===== src/hdl/ising_pkg.sv =====
package ising_pkg;

    localparam int COORD_W = 7;
    localparam int DRAW_W  = 16;
    localparam int THR_W   = 17;
    localparam int MAG_W   = 16;
    localparam int E_W     = 4;
    localparam int CFG_IDX_W = 2;

    typedef logic [COORD_W-1:0]       coord_t;
    typedef logic [DRAW_W-1:0]        draw_t;
    typedef logic [THR_W-1:0]         thr_t;
    typedef logic signed [MAG_W-1:0]  mag_t;
    typedef logic signed [E_W-1:0]    energy_t;
    typedef logic [CFG_IDX_W-1:0]     cfg_idx_t;

    localparam logic OP_WRITE = 1'b0;
    localparam logic OP_TRIAL = 1'b1;

    localparam cfg_idx_t CFG_THR_ZERO = 2'd0;
    localparam cfg_idx_t CFG_THR_TWO  = 2'd1;
    localparam cfg_idx_t CFG_THR_FOUR = 2'd2;

    localparam thr_t THR_ZERO_RST = 17'd65536;
    localparam thr_t THR_TWO_RST  = 17'd53656;
    localparam thr_t THR_FOUR_RST = 17'd43930;

    typedef struct packed {
        logic   op;
        coord_t row;
        coord_t col;
        draw_t  random_draw;
        logic   spin_value;
    } item_t;

    typedef struct packed {
        logic    flipped;
        logic    spin_after;
        energy_t energy_change;
        mag_t    magnetization;
    } result_t;

    typedef enum logic [2:0] {
        ST_CLEAR,
        ST_IDLE,
        ST_RD_SITE,
        ST_RD_ABOVE,
        ST_RD_BELOW,
        ST_EVAL
    } state_t;

    typedef enum logic [1:0] {
        RD_SITE,
        RD_ABOVE,
        RD_BELOW
    } rd_sel_t;

    typedef struct packed {
        logic    clear;
        logic    load;
        logic    rd_en;
        rd_sel_t rd_sel;
        logic    cap_row;
        logic    cap_above;
        logic    commit;
    } dp_cmd_t;

    typedef struct packed {
        logic clear_last;
        logic trial;
    } dp_stat_t;

endpackage


===== src/hdl/ising_ctrl.sv =====
module ising_ctrl (
    input  logic               clk,
    input  logic               rst_n,
    input  logic               start,
    input  ising_pkg::dp_stat_t stat,
    output logic               busy,
    output ising_pkg::dp_cmd_t  cmd
);

    ising_pkg::state_t state_reg;
    ising_pkg::state_t state_next;

    always_ff @(posedge clk or negedge rst_n)
    begin
        if (!rst_n)
        begin
            state_reg <= ising_pkg::ST_CLEAR;
        end
        else
        begin
            state_reg <= state_next;
        end
    end

    always_comb
    begin
        state_next    = state_reg;
        busy          = 1'b1;
        cmd           = '0;
        cmd.rd_sel    = ising_pkg::RD_SITE;
        case (state_reg)
            ising_pkg::ST_CLEAR:
            begin
                cmd.clear = 1'b1;
                if (stat.clear_last)
                begin
                    state_next = ising_pkg::ST_IDLE;
                end
            end
            ising_pkg::ST_IDLE:
            begin
                busy = 1'b0;
                if (start)
                begin
                    cmd.load   = 1'b1;
                    state_next = ising_pkg::ST_RD_SITE;
                end
            end
            ising_pkg::ST_RD_SITE:
            begin
                cmd.rd_en  = 1'b1;
                cmd.rd_sel = ising_pkg::RD_SITE;
                state_next = ising_pkg::ST_RD_ABOVE;
            end
            ising_pkg::ST_RD_ABOVE:
            begin
                cmd.cap_row = 1'b1;
                if (stat.trial)
                begin
                    cmd.rd_en  = 1'b1;
                    cmd.rd_sel = ising_pkg::RD_ABOVE;
                    state_next = ising_pkg::ST_RD_BELOW;
                end
                else
                begin
                    state_next = ising_pkg::ST_EVAL;
                end
            end
            ising_pkg::ST_RD_BELOW:
            begin
                cmd.cap_above = 1'b1;
                cmd.rd_en     = 1'b1;
                cmd.rd_sel    = ising_pkg::RD_BELOW;
                state_next    = ising_pkg::ST_EVAL;
            end
            ising_pkg::ST_EVAL:
            begin
                cmd.commit = 1'b1;
                state_next = ising_pkg::ST_IDLE;
            end
            default:
            begin
                state_next = ising_pkg::ST_CLEAR;
            end
        endcase
    end

endmodule


===== config.mk =====
export PLATFORM = sky130hd
export DESIGN_NAME = ising_ctrl
export DESIGN_NICKNAME = d
export VERILOG_FILES = /design/src/hdl/ising_pkg.sv /design/src/hdl/ising_ctrl.sv
export SDC_FILE = /design/constraint.sdc
export NUM_CORES = 1
export LEC_CHECK = 0
export ABC_AREA = 1
export BUFFER_PORTS_ARGS = -buffer_cell sky130_fd_sc_hd__buf_2
export CAP_MARGIN = 20
export CORE_AREA = 2 2 39 41
export CTS_BUF_LIST = sky130_fd_sc_hd__clkbuf_16
export CTS_CLUSTER_SIZE = 30
export DETAILED_ROUTE_END_ITERATION = 10
export DIE_AREA = 0 0 41 43
export PLACE_DENSITY = 0.37
export SLEW_MARGIN = 20
export SYNTH_ARGS = -nofsm -noshare
export SYNTH_HDL_FRONTEND = slang
export SYNTH_SLANG_ARGS = --single-unit

===== constraint.sdc =====
create_clock -name clk -period 2.9 [get_ports clk]
set_input_delay 0 -clock clk [delete_from_list [all_inputs] [get_ports clk]]
set_output_delay 0 -clock clk [all_outputs]
set_load 0.03 [all_outputs]

==> results of run 1 <==
-- metrics by stage --
step,util,hold slack (ns)
floorplan,-,-0.296
global placement,0.225,-0.202
detailed placement,0.225,-0.199
CTS,0.289,0.0608
global route,0.289,0.0913
finish,0.289,0.0645
-- area by class of cell --
type | instances | area (um^2) | area share
sequential | 3 | 75.1 | 0.188
multi-input combinational | 22 | 110 | 0.275
clock inverter | 1 | 3.75 | 0.00938
inverter | 11 | 41.3 | 0.103
clock buffer | 3 | 75.1 | 0.188
timing repair buffer | 14 | 75.1 | 0.188
tap | 16 | 20.0 | 0.0500
-- report_power, final --
part	switching [mW]	internal [mW]
Clock	0.0347	0.177
Sequential	0.0206	0.0607
Combinational	0.195	0.0781
-- synthesized netlist by cell type --
master / number
nor2_4: 2
nand2_2: 2
inv_1: 11
nand3_1: 3
o21ai_1: 1
nor2_1: 4
nand2_1: 8
dfrtp_1: 3
o21ai_0: 1
nor3_1: 1
-- logic make-up after synthesis --
family | Yosys count | synth area share
buf+inv | 11 | 0.182
compound gates | 2 | 0.0442
simple gates | 20 | 0.442
flops | 3 | 0.331
-- layer usage --
| layer | global-route usage | up-vias | wire, um |
|---|---|---|---|
| li1 | - | 140 | - |
| met1 | 0.0705 | 99 | 233 |
| met2 | 0.113 | 13 | 246 |
| met3 | 0.0628 | 0 | 62 |
| met4 | 0.0400 | 0 | 0 |
| met5 | 0 | - | 0 |
-- placed cells by master (no fill, tap or decap), drive strengths merged --
cell	n
nand2	10
dfrtp	3
clkbuf	3
buf	13
nor3	1
o21ai	2
nand3	3
nor2	6
inv	12
dlygate4sd3	1
-- tightest hold or removal path, stage by stage --
cell and delay [ns]:
buf_2 0.09, o21ai_0 0.07, nor2_1 0.08
-- path summary, 6_finish.rpt --
kind,from,to,slack [ns],depth (start not counted)
setup / recovery,state_reg[2],cmd[5],1.63,6
hold / removal,stat[1],state_reg[1],0.06,3
setup reg to reg,state_reg[1],state_reg[1],1.88,4
hold reg to reg,state_reg[0],state_reg[2],0.63,3
max in group asynchronous,rst_n,state_reg[1],2.68,2
min in group asynchronous,rst_n,state_reg[2],0.11,2
==> flow_summary_export.csv, run 1 <==
group,metric,value,unit
outcome,status,"finished clean",
yosys,synthesis.area,226,um^2
timing,setup_tns,0,ns
yosys,yosysTopAreaCellShare,0.331,
timing,rsz0062_at_grt,"no",
yosys,yosysTopAreaCell,"dfrtp_1",
timing,tightest_slew,0.214,ns
final_layout,antennaDiodeCount,0,
grt,grtUsageTotal,0.0762,
route,ant_nets,0,
final_layout,fin_cells,70,
grt,antenna_found_initial,0,
clock_network,postCtsHoldBufs,1,
clock_network,cts_tree,"yes",
grt,grt_pass1_wl,807,um
timing,fin_crit_sh,0.437,
route,dr_total_vias,252,
run,cap_violations,0,
pwr,irDropWorstVdd,0.379,mV
worst_setup_path,crit_buf_inv,2,
grt,grt_overflow,0,
grt,grt_pass1_vias,208,
place,port_buffers,13,
yosys,synth.yosys.seq_area_share,0.331,
place,gp_congestion,0.672,
yosys,synth_area_leaders,"dfrtp_1, inv_1, nand2_1",
yosys,yosys_warnings,0,
clock_network,clockBufferDepth,2,
clock_network,cts_sinks,3,
pwr,powerDensity,1420,nW/um^2
clock_network,clk_pin_slew,0.03,ns
timing,slew_violations,0,
place,dp.cells,65,
timing,finalSetupViolCount,0,
clock_network,cts_root_buf,"clkbuf_16",
place,pre_cts_ws,1.85,ns
timing,fin_crit,1.27,ns
yosys,ys_types,10,
place,dp_hpwl,448,um
worst_setup_path,critPathKind,"flip-flop to output port",
clock_network,cts.htree.levels,1,
route,first_pass_iters,2,
pwr,p_leak,0.263,nW
worst_setup_path,end_kind,"output port",
yosys,synth-seq-cells,3,
final_layout,drive_gt1_frac,0.370,
worst_setup_path,worst_path_dominant_cell_family,"flip-flops",
yosys,syn_nets,41,
worst_setup_path,critical-path-max-stage-delay,0.42,ns
timing,finalHoldViolations,0,
floorplan,num_rows,14,
pwr,power,0.567,mW
timing,clock.fmax,0.789,GHz
timing,skew,0.000131,ns
clock_network,numCtsBuffers,3,
place,place_area,312,um^2
clock_network,cts-resized-gates,0,
floorplan,io_pins,14,
worst_setup_path,arrival,1.27,ns
clock_network,postCtsSetupBuffers,0,
clock_network,clk_latency,0.22,ns
route,drt_iter0_markers,2,
hold_path,min_path_type,"input port to flip-flop",
worst_setup_path,slowest_stage,"dfrtp_1",
floorplan,die_area,1760,um^2
worst_setup_path,crit_top_cell,"nor2_4",
yosys,syn_avg_cell_area,6.29,um^2
worst_setup_path,required,2.90,ns
worst_setup_path,start_kind,"flip-flop",
route,viasPerCell,3.60,
route,drc_errors,0,
route,routed_wl,541,um
route,drt-wirelength-per-cell,7.73,um
grt,grt_max_degree,8,
final_layout,area_growth,76.8,%
yosys,synth_cells,36,
final_layout,design_area,400,um^2
timing,fin_ws,1.63,ns
floorplan,dieHeight,43,um
floorplan,coreArea,1380,um^2
floorplan,die_x,41,um
timing,slew_headroom,0.857,
worst_setup_path,crit_chain,"nor2_4, nand2_2, nor2_4, inv_1, nand3_1, buf_2",
final_layout,largest_register_ffs,3,
final_layout,nFillCells,161,
worst_setup_path,cp_max_fo,4,
final_layout,nets,60,
floorplan,initial_core_util,0.164,
Power figures use the tool's default switching activity.
==> run 2, diff against run 1 <==
ABC_AREA = 0   (was 1)
clock period = 1.2 ns   (was 2.9 ns; I/O delays follow)
==> flow_summary_export.csv, run 2 <==
group,metric,value,unit
outcome,status,"finished clean",
pwr,power,1.73,mW
yosys,synthXorXnorAreaFrac,0,
place,port_buffers,13,
floorplan,io_pins,14,
floorplan,coreArea,1380,um^2
clock_network,cts_root_buf,"clkbuf_16",
place,pre_cts_ws,0.0996,ns
route,drt_iter0_markers,0,
worst_setup_path,rrSetupSlack,0.18,ns
floorplan,dieHeight,43,um
final_layout,largest_register_ffs,3,
final_layout,final_common_cell,"buf_2",
final_layout,layout_common_cells,"buf_2, buf_4, nand2_1, clkbuf_16, buf_6",
route,dr_total_vias,242,
place,gp_congestion,0.693,
yosys,synth_mux_area_frac,0.0500,
timing,finalHoldViolations,0,
yosys,synth-simple-area-share,0.394,
clock_network,cts.htree.levels,1,
final_layout,nets,52,
floorplan,initial_core_util,0.163,
final_layout,area_growth,102,%
pwr,clockPowerShare,0.304,
yosys,ys_types,18,
timing,skew,0.000938,ns
pwr,power.switching,0.724,mW
clock_network,clk_pin_slew,0.03,ns
grt,grt_overflow,0,
grt,grtUsageTotal,0.0837,
clock_network,numCtsBuffers,3,
clock_network,clk_latency,0.22,ns
worst_setup_path,critPathKind,"flip-flop to output port",
worst_setup_path,cp_max_fo,10,
timing,rsz0062_at_grt,"yes",
yosys,synth_adder_area_share,0,
place,dp_hpwl,394,um
timing,finalSetupViolCount,0,
timing,setup_tns,0,ns
final_layout,fin_cells,62,
route,first_pass_iters,1,
yosys,synth-seq-cells,3,
timing,slew_headroom,0.854,
route,viasPerCell,3.90,
clock_network,cts_tree,"yes",
yosys,yosysTopAreaCell,"dfrtp_1",
worst_setup_path,end_kind,"output port",
route,routed_wl,599,um
worst_setup_path,start_kind,"flip-flop",
yosys,async_reset_ff_frac,1.00,
timing,clock.fmax,0.842,GHz
pwr,irDropWorstVdd,1.11,mV
yosys,synth-edff-count,0,
floorplan,die_x,41,um
grt,grt_pass1_vias,224,
yosys,yosysTopAreaCellShare,0.333,
timing,fin_crit,1.19,ns
yosys,yosys_warnings,0,
floorplan,die_area,1760,um^2
final_layout,drive_gt1_frac,0.674,
floorplan,num_rows,14,
grt,antenna_found_initial,0,
timing,fin_ws,0.0122,ns
yosys,ys.flop_type,"dfrtp_1",
place,dp.cells,53,
yosys,synthesis.area,225,um^2
yosys,synth.yosys.seq_area_share,0.333,
yosys,synth_compound_area_frac,0.0944,
pwr,powerDensity,3790,nW/um^2
clock_network,cts_sinks,3,
pwr,intPower,1.00,mW
yosys,syn_nets,30,
timing,fin_crit_sh,0.990,
grt,grt_pass1_wl,897,um
run,cap_violations,0,
pwr,netSwitchingFraction,0.419,
yosys,synth_top_family_by_area,"simple AND/OR/NAND/NOR gates",
hold_path,min_path_type,"input port to async pin",
worst_setup_path,required,1.20,ns
pwr,p_leak,0.230,nW
timing,tightest_slew,0.220,ns
timing,slew_violations,0,
yosys,syn_avg_cell_area,9.01,um^2
route,drc_errors,0,
worst_setup_path,arrival,1.19,ns
yosys,synth_cells,25,
pwr,seqPwrFrac,0.141,
yosys,synth_area_leaders,"dfrtp_1, nor3_1, clkbuf_8",
yosys,synth_common_cells,"dfrtp_1, nand2_1, nor3_1, nor2_1",
clock_network,clockBufferDepth,2,
grt,grt_max_degree,11,
route,ant_nets,0,
route,drt-wirelength-per-cell,9.66,um
final_layout,antennaDiodeCount,0,
pwr,combPwrFrac,0.555,
## run 2: changes by cell type after synthesis, moves of 2 or more
cell and delta:
nor2_4 -2, nand2_1 -5, inv_1 -11, nand3_1 -3
nor3_1 +2, nor2_1 -2
## run 2: what timing repair did
item                                    in CTS  in global routing
hold buffers                                 1                  0
endpoints found under the setup margin       4                  5
hold endpoints to repair                     3                  0
resized for setup                            4                  8
pin swaps                                    1                  2
setup buffers                                3                  1
## run 2: worst paths after layout
| path | startpoint | end | cells past startpoint |
|---|---|---|---|
| worst max-delay path | state_reg[1] | cmd[0] | 3 |
| worst min-delay path | rst_n | state_reg[0] | 2 |
| worst max register to register | state_reg[1] | state_reg[2] | 2 |
| worst min register to register | state_reg[2] | state_reg[1] | 2 |
| max in group asynchronous | rst_n | state_reg[1] | 2 |
| min in group clk | start | state_reg[0] | 4 |
## run 2: power groups by stage
stage / logic (mW) / registers, mW / clock network [mW]
6_report: 0.958 / 0.244 / 0.525
2_1_floorplan: 0.687 / 0.188 / 0
3_5_place_dp: 0.758 / 0.246 / 0
4_1_cts: 0.875 / 0.238 / 0.537
5_1_grt: 1.03 / 0.255 / 0.541
3_3_place_gp: 0.757 / 0.246 / 0
## run 2: cell families (layout without fill, tap and decap cells)
group / after synthesis / count (layout)
simple gates: 15 / 15
compound gates: 3 / 3
mux: 1 / 1
flops: 3 / 3
buf+inv: 3 / 24
## run 2: cell type report
| type | count | area [um^2] |
|---|---|---|
| clock buffers | 3 | 75.1 |
| clock inverters | 1 | 3.75 |
| fillers | 146 | 928 |
| inverters | 1 | 3.75 |
| multi-input cells | 19 | 143 |
| flip-flops and latches | 3 | 76.3 |
| well taps | 16 | 20.0 |
| repair buffers | 19 | 134 |
## run 2: metal layers
metal / GRT usage / up-vias / routed length, um
li1: - / 126 / -
met1: 0.101 / 103 / 262
met2: 0.0969 / 11 / 255
met3: 0.0471 / 2 / 66
met4: 0.0800 / 0 / 16
met5: 0 / - / 0
## run 2: critical path, cell delays in order, from the launching register on
cell     delay [ns]
dfrtp_2        0.48
buf_4          0.16
nor3b_2        0.14
buf_4          0.18
## run 2: metrics by stage
stage | util | hold slack (ns) | area, um^2
2_1_floorplan | - | -0.296 | 236
3_3_place_gp | 0.220 | -0.202 | 304
3_5_place_dp | 0.220 | -0.203 | 304
4_1_cts | 0.307 | 0.109 | 424
5_1_grt | 0.329 | 0.130 | 455
6_report | 0.329 | 0.103 | 455
==> run 3, diff against run 2 <==
CELL_PAD_IN_SITES_DETAIL_PLACEMENT = 0   (was default)
CELL_PAD_IN_SITES_GLOBAL_PLACEMENT = 1   (was default)
PLACE_DENSITY = 0.48   (was 0.37)
clock period = 1.1 ns   (was 1.2 ns; I/O delays follow)
==> flow_summary_export.csv, run 3 (synthesis gave the netlist of run 2 again) <==
group,metric,value,unit
outcome,status,"complete, but fails checks",
outcome,violations,"setup timing",
worst_setup_path,end_kind,"output port",
worst_setup_path,start_kind,"flip-flop",
worst_setup_path,required,1.10,ns
worst_setup_path,r2r_end,"state_reg[1]",
clock_network,clockBufferDepth,2,
floorplan,dieHeight,43,um
pwr,p_leak,0.250,nW
timing,rsz0062_at_grt,"yes",
timing,holdWs,0.102,ns
place,place_area,327,um^2
final_layout,layout_common_cells,"buf_4, buf_6, buf_2",
floorplan,initial_core_util,0.163,
final_layout,finish.utilization,0.373,
timing,fin_crit_sh,1.08,
place,dp_hpwl,451,um
worst_setup_path,rrSetupSlack,0.04,ns
route,dr_total_vias,264,
timing,finalHoldViolations,0,
worst_setup_path,r2r_cells,4,
timing,skew,0.00209,ns
final_layout,drive_gt1_frac,0.729,
grt,antenna_found_initial,0,
worst_setup_path,slowest_stage,"dfrtp_1",
timing,slew_violations,0,
worst_setup_path,cp_max_fo,5,
final_layout,nets,54,
final_layout,design_area,517,um^2
route,routed_wl,673,um
route,drt-wirelength-per-cell,10.5,um
route,drc_errors,0,
worst_setup_path,worst_path_dominant_cell_family,"flip-flops",
route,first_pass_iters,4,
timing,fin_ws,-0.0858,ns
timing,fin_crit,1.19,ns
floorplan,die_area,1760,um^2
worst_setup_path,setup.worst_path.start,"state_reg[2]",
grt,grt_pass1_vias,272,
route,ant_nets,0,
grt,grtUsageTotal,0.104,
clock_network,cts_sinks,3,
final_layout,nFillCells,143,
final_layout,antennaDiodeCount,0,
floorplan,io_pins,14,
worst_setup_path,critical-path-max-stage-delay,0.39,ns
route,viasPerCell,4.13,
floorplan,num_rows,14,
route,drt_iter0_markers,5,
hold_path,min_path_type,"input port to async pin",
grt,grt_pass1_wl,1160,um
floorplan,coreArea,1380,um^2
timing,clock.fmax,0.843,GHz
final_layout,fin_cells,64,
timing,finalSetupViolCount,7,
pwr,powerDensity,4160,nW/um^2
clock_network,cts_root_buf,"clkbuf_16",
timing,slew_headroom,0.885,
grt,grt_max_degree,8,
worst_setup_path,r2r_start,"state_reg[0]",
pwr,irDropWorstVdd,1.52,mV
run,cap_violations,0,
final_layout,area_growth,129,%
place,gp_congestion,0.665,
place,port_buffers,13,
worst_setup_path,crit_buf_inv,2,
floorplan,die_x,41,um
worst_setup_path,arrival,1.19,ns
clock_network,cts_tree,"yes",
clock_network,clk_pin_slew,0.03,ns
clock_network,cts.htree.levels,1,
grt,grt_overflow,0,
clock_network,numCtsBuffers,3,
final_layout,final_common_cell,"buf_4",
worst_setup_path,critPathKind,"flip-flop to output port",
worst_setup_path,crit_chain,"inv_2, and3_4, and2_4, buf_6",
final_layout,largest_register_ffs,3,
place,dp.cells,56,
clock_network,clk_latency,0.22,ns
timing,tightest_slew,0.171,ns
-- run 3: layer usage --
| layer | up-vias | routed length, um | global-route usage |
|---|---|---|---|
| met2 | 11 | 341 | 0.141 |
| met4 | 0 | 0 | 0.0800 |
| met1 | 122 | 278 | 0.116 |
| met3 | 0 | 53 | 0.0524 |
| met5 | - | 0 | 0 |
| li1 | 131 | - | - |
-- run 3: area by class of cell --
cell class,count,area [um^2],area share
repair buffers,21,176,0.341
multi-input cells,19,161,0.312
flip-flops and latches,3,76.3,0.148
clock buffers,3,75.1,0.145
well taps,16,20.0,0.0387
clock inverters,1,3.75,0.00726
inverters,1,3.75,0.00726
-- run 3: per-stage QoR --
stage                     worst slack [ns]  setup TNS [ns]  power (mW)
after floorplan                     -0.101          -0.389       0.954
after global placement              0.0757               0        1.18
after CTS                          -0.0795          -0.432        2.05
after detailed placement            0.0664               0        1.18
after global routing                -0.161          -0.910        2.30
final                              -0.0858          -0.356        2.15
-- run 3: how the worst max path moves through the flow --
stage	slack, ns	end	cells past startpoint
6_report	-0.09	cmd[3]	4
3_5_place_dp	0.07	cmd[3]	3
3_3_place_gp	0.08	state_reg[2]	2
5_1_grt	-0.16	cmd[5]	4
4_1_cts	-0.08	cmd[5]	3
2_1_floorplan	-0.10	cmd[4]	2
-- run 3: report_power, final --
group	switching, mW	internal, mW	total, mW	leakage, nW
sequential	0.0835	0.172	0.256	0.0355
combinational	0.695	0.630	1.32	0.172
clock	0.103	0.469	0.572	0.0423
-- run 3: what timing repair did --
action                                  CTS  global route
gates resized for setup                  19             6
hold buffers                              1             0
pin swaps                                 2             3
setup buffers                             2             1
endpoints found under the setup margin    9            10
hold endpoints to repair                  3             0
cloned                                    0             0
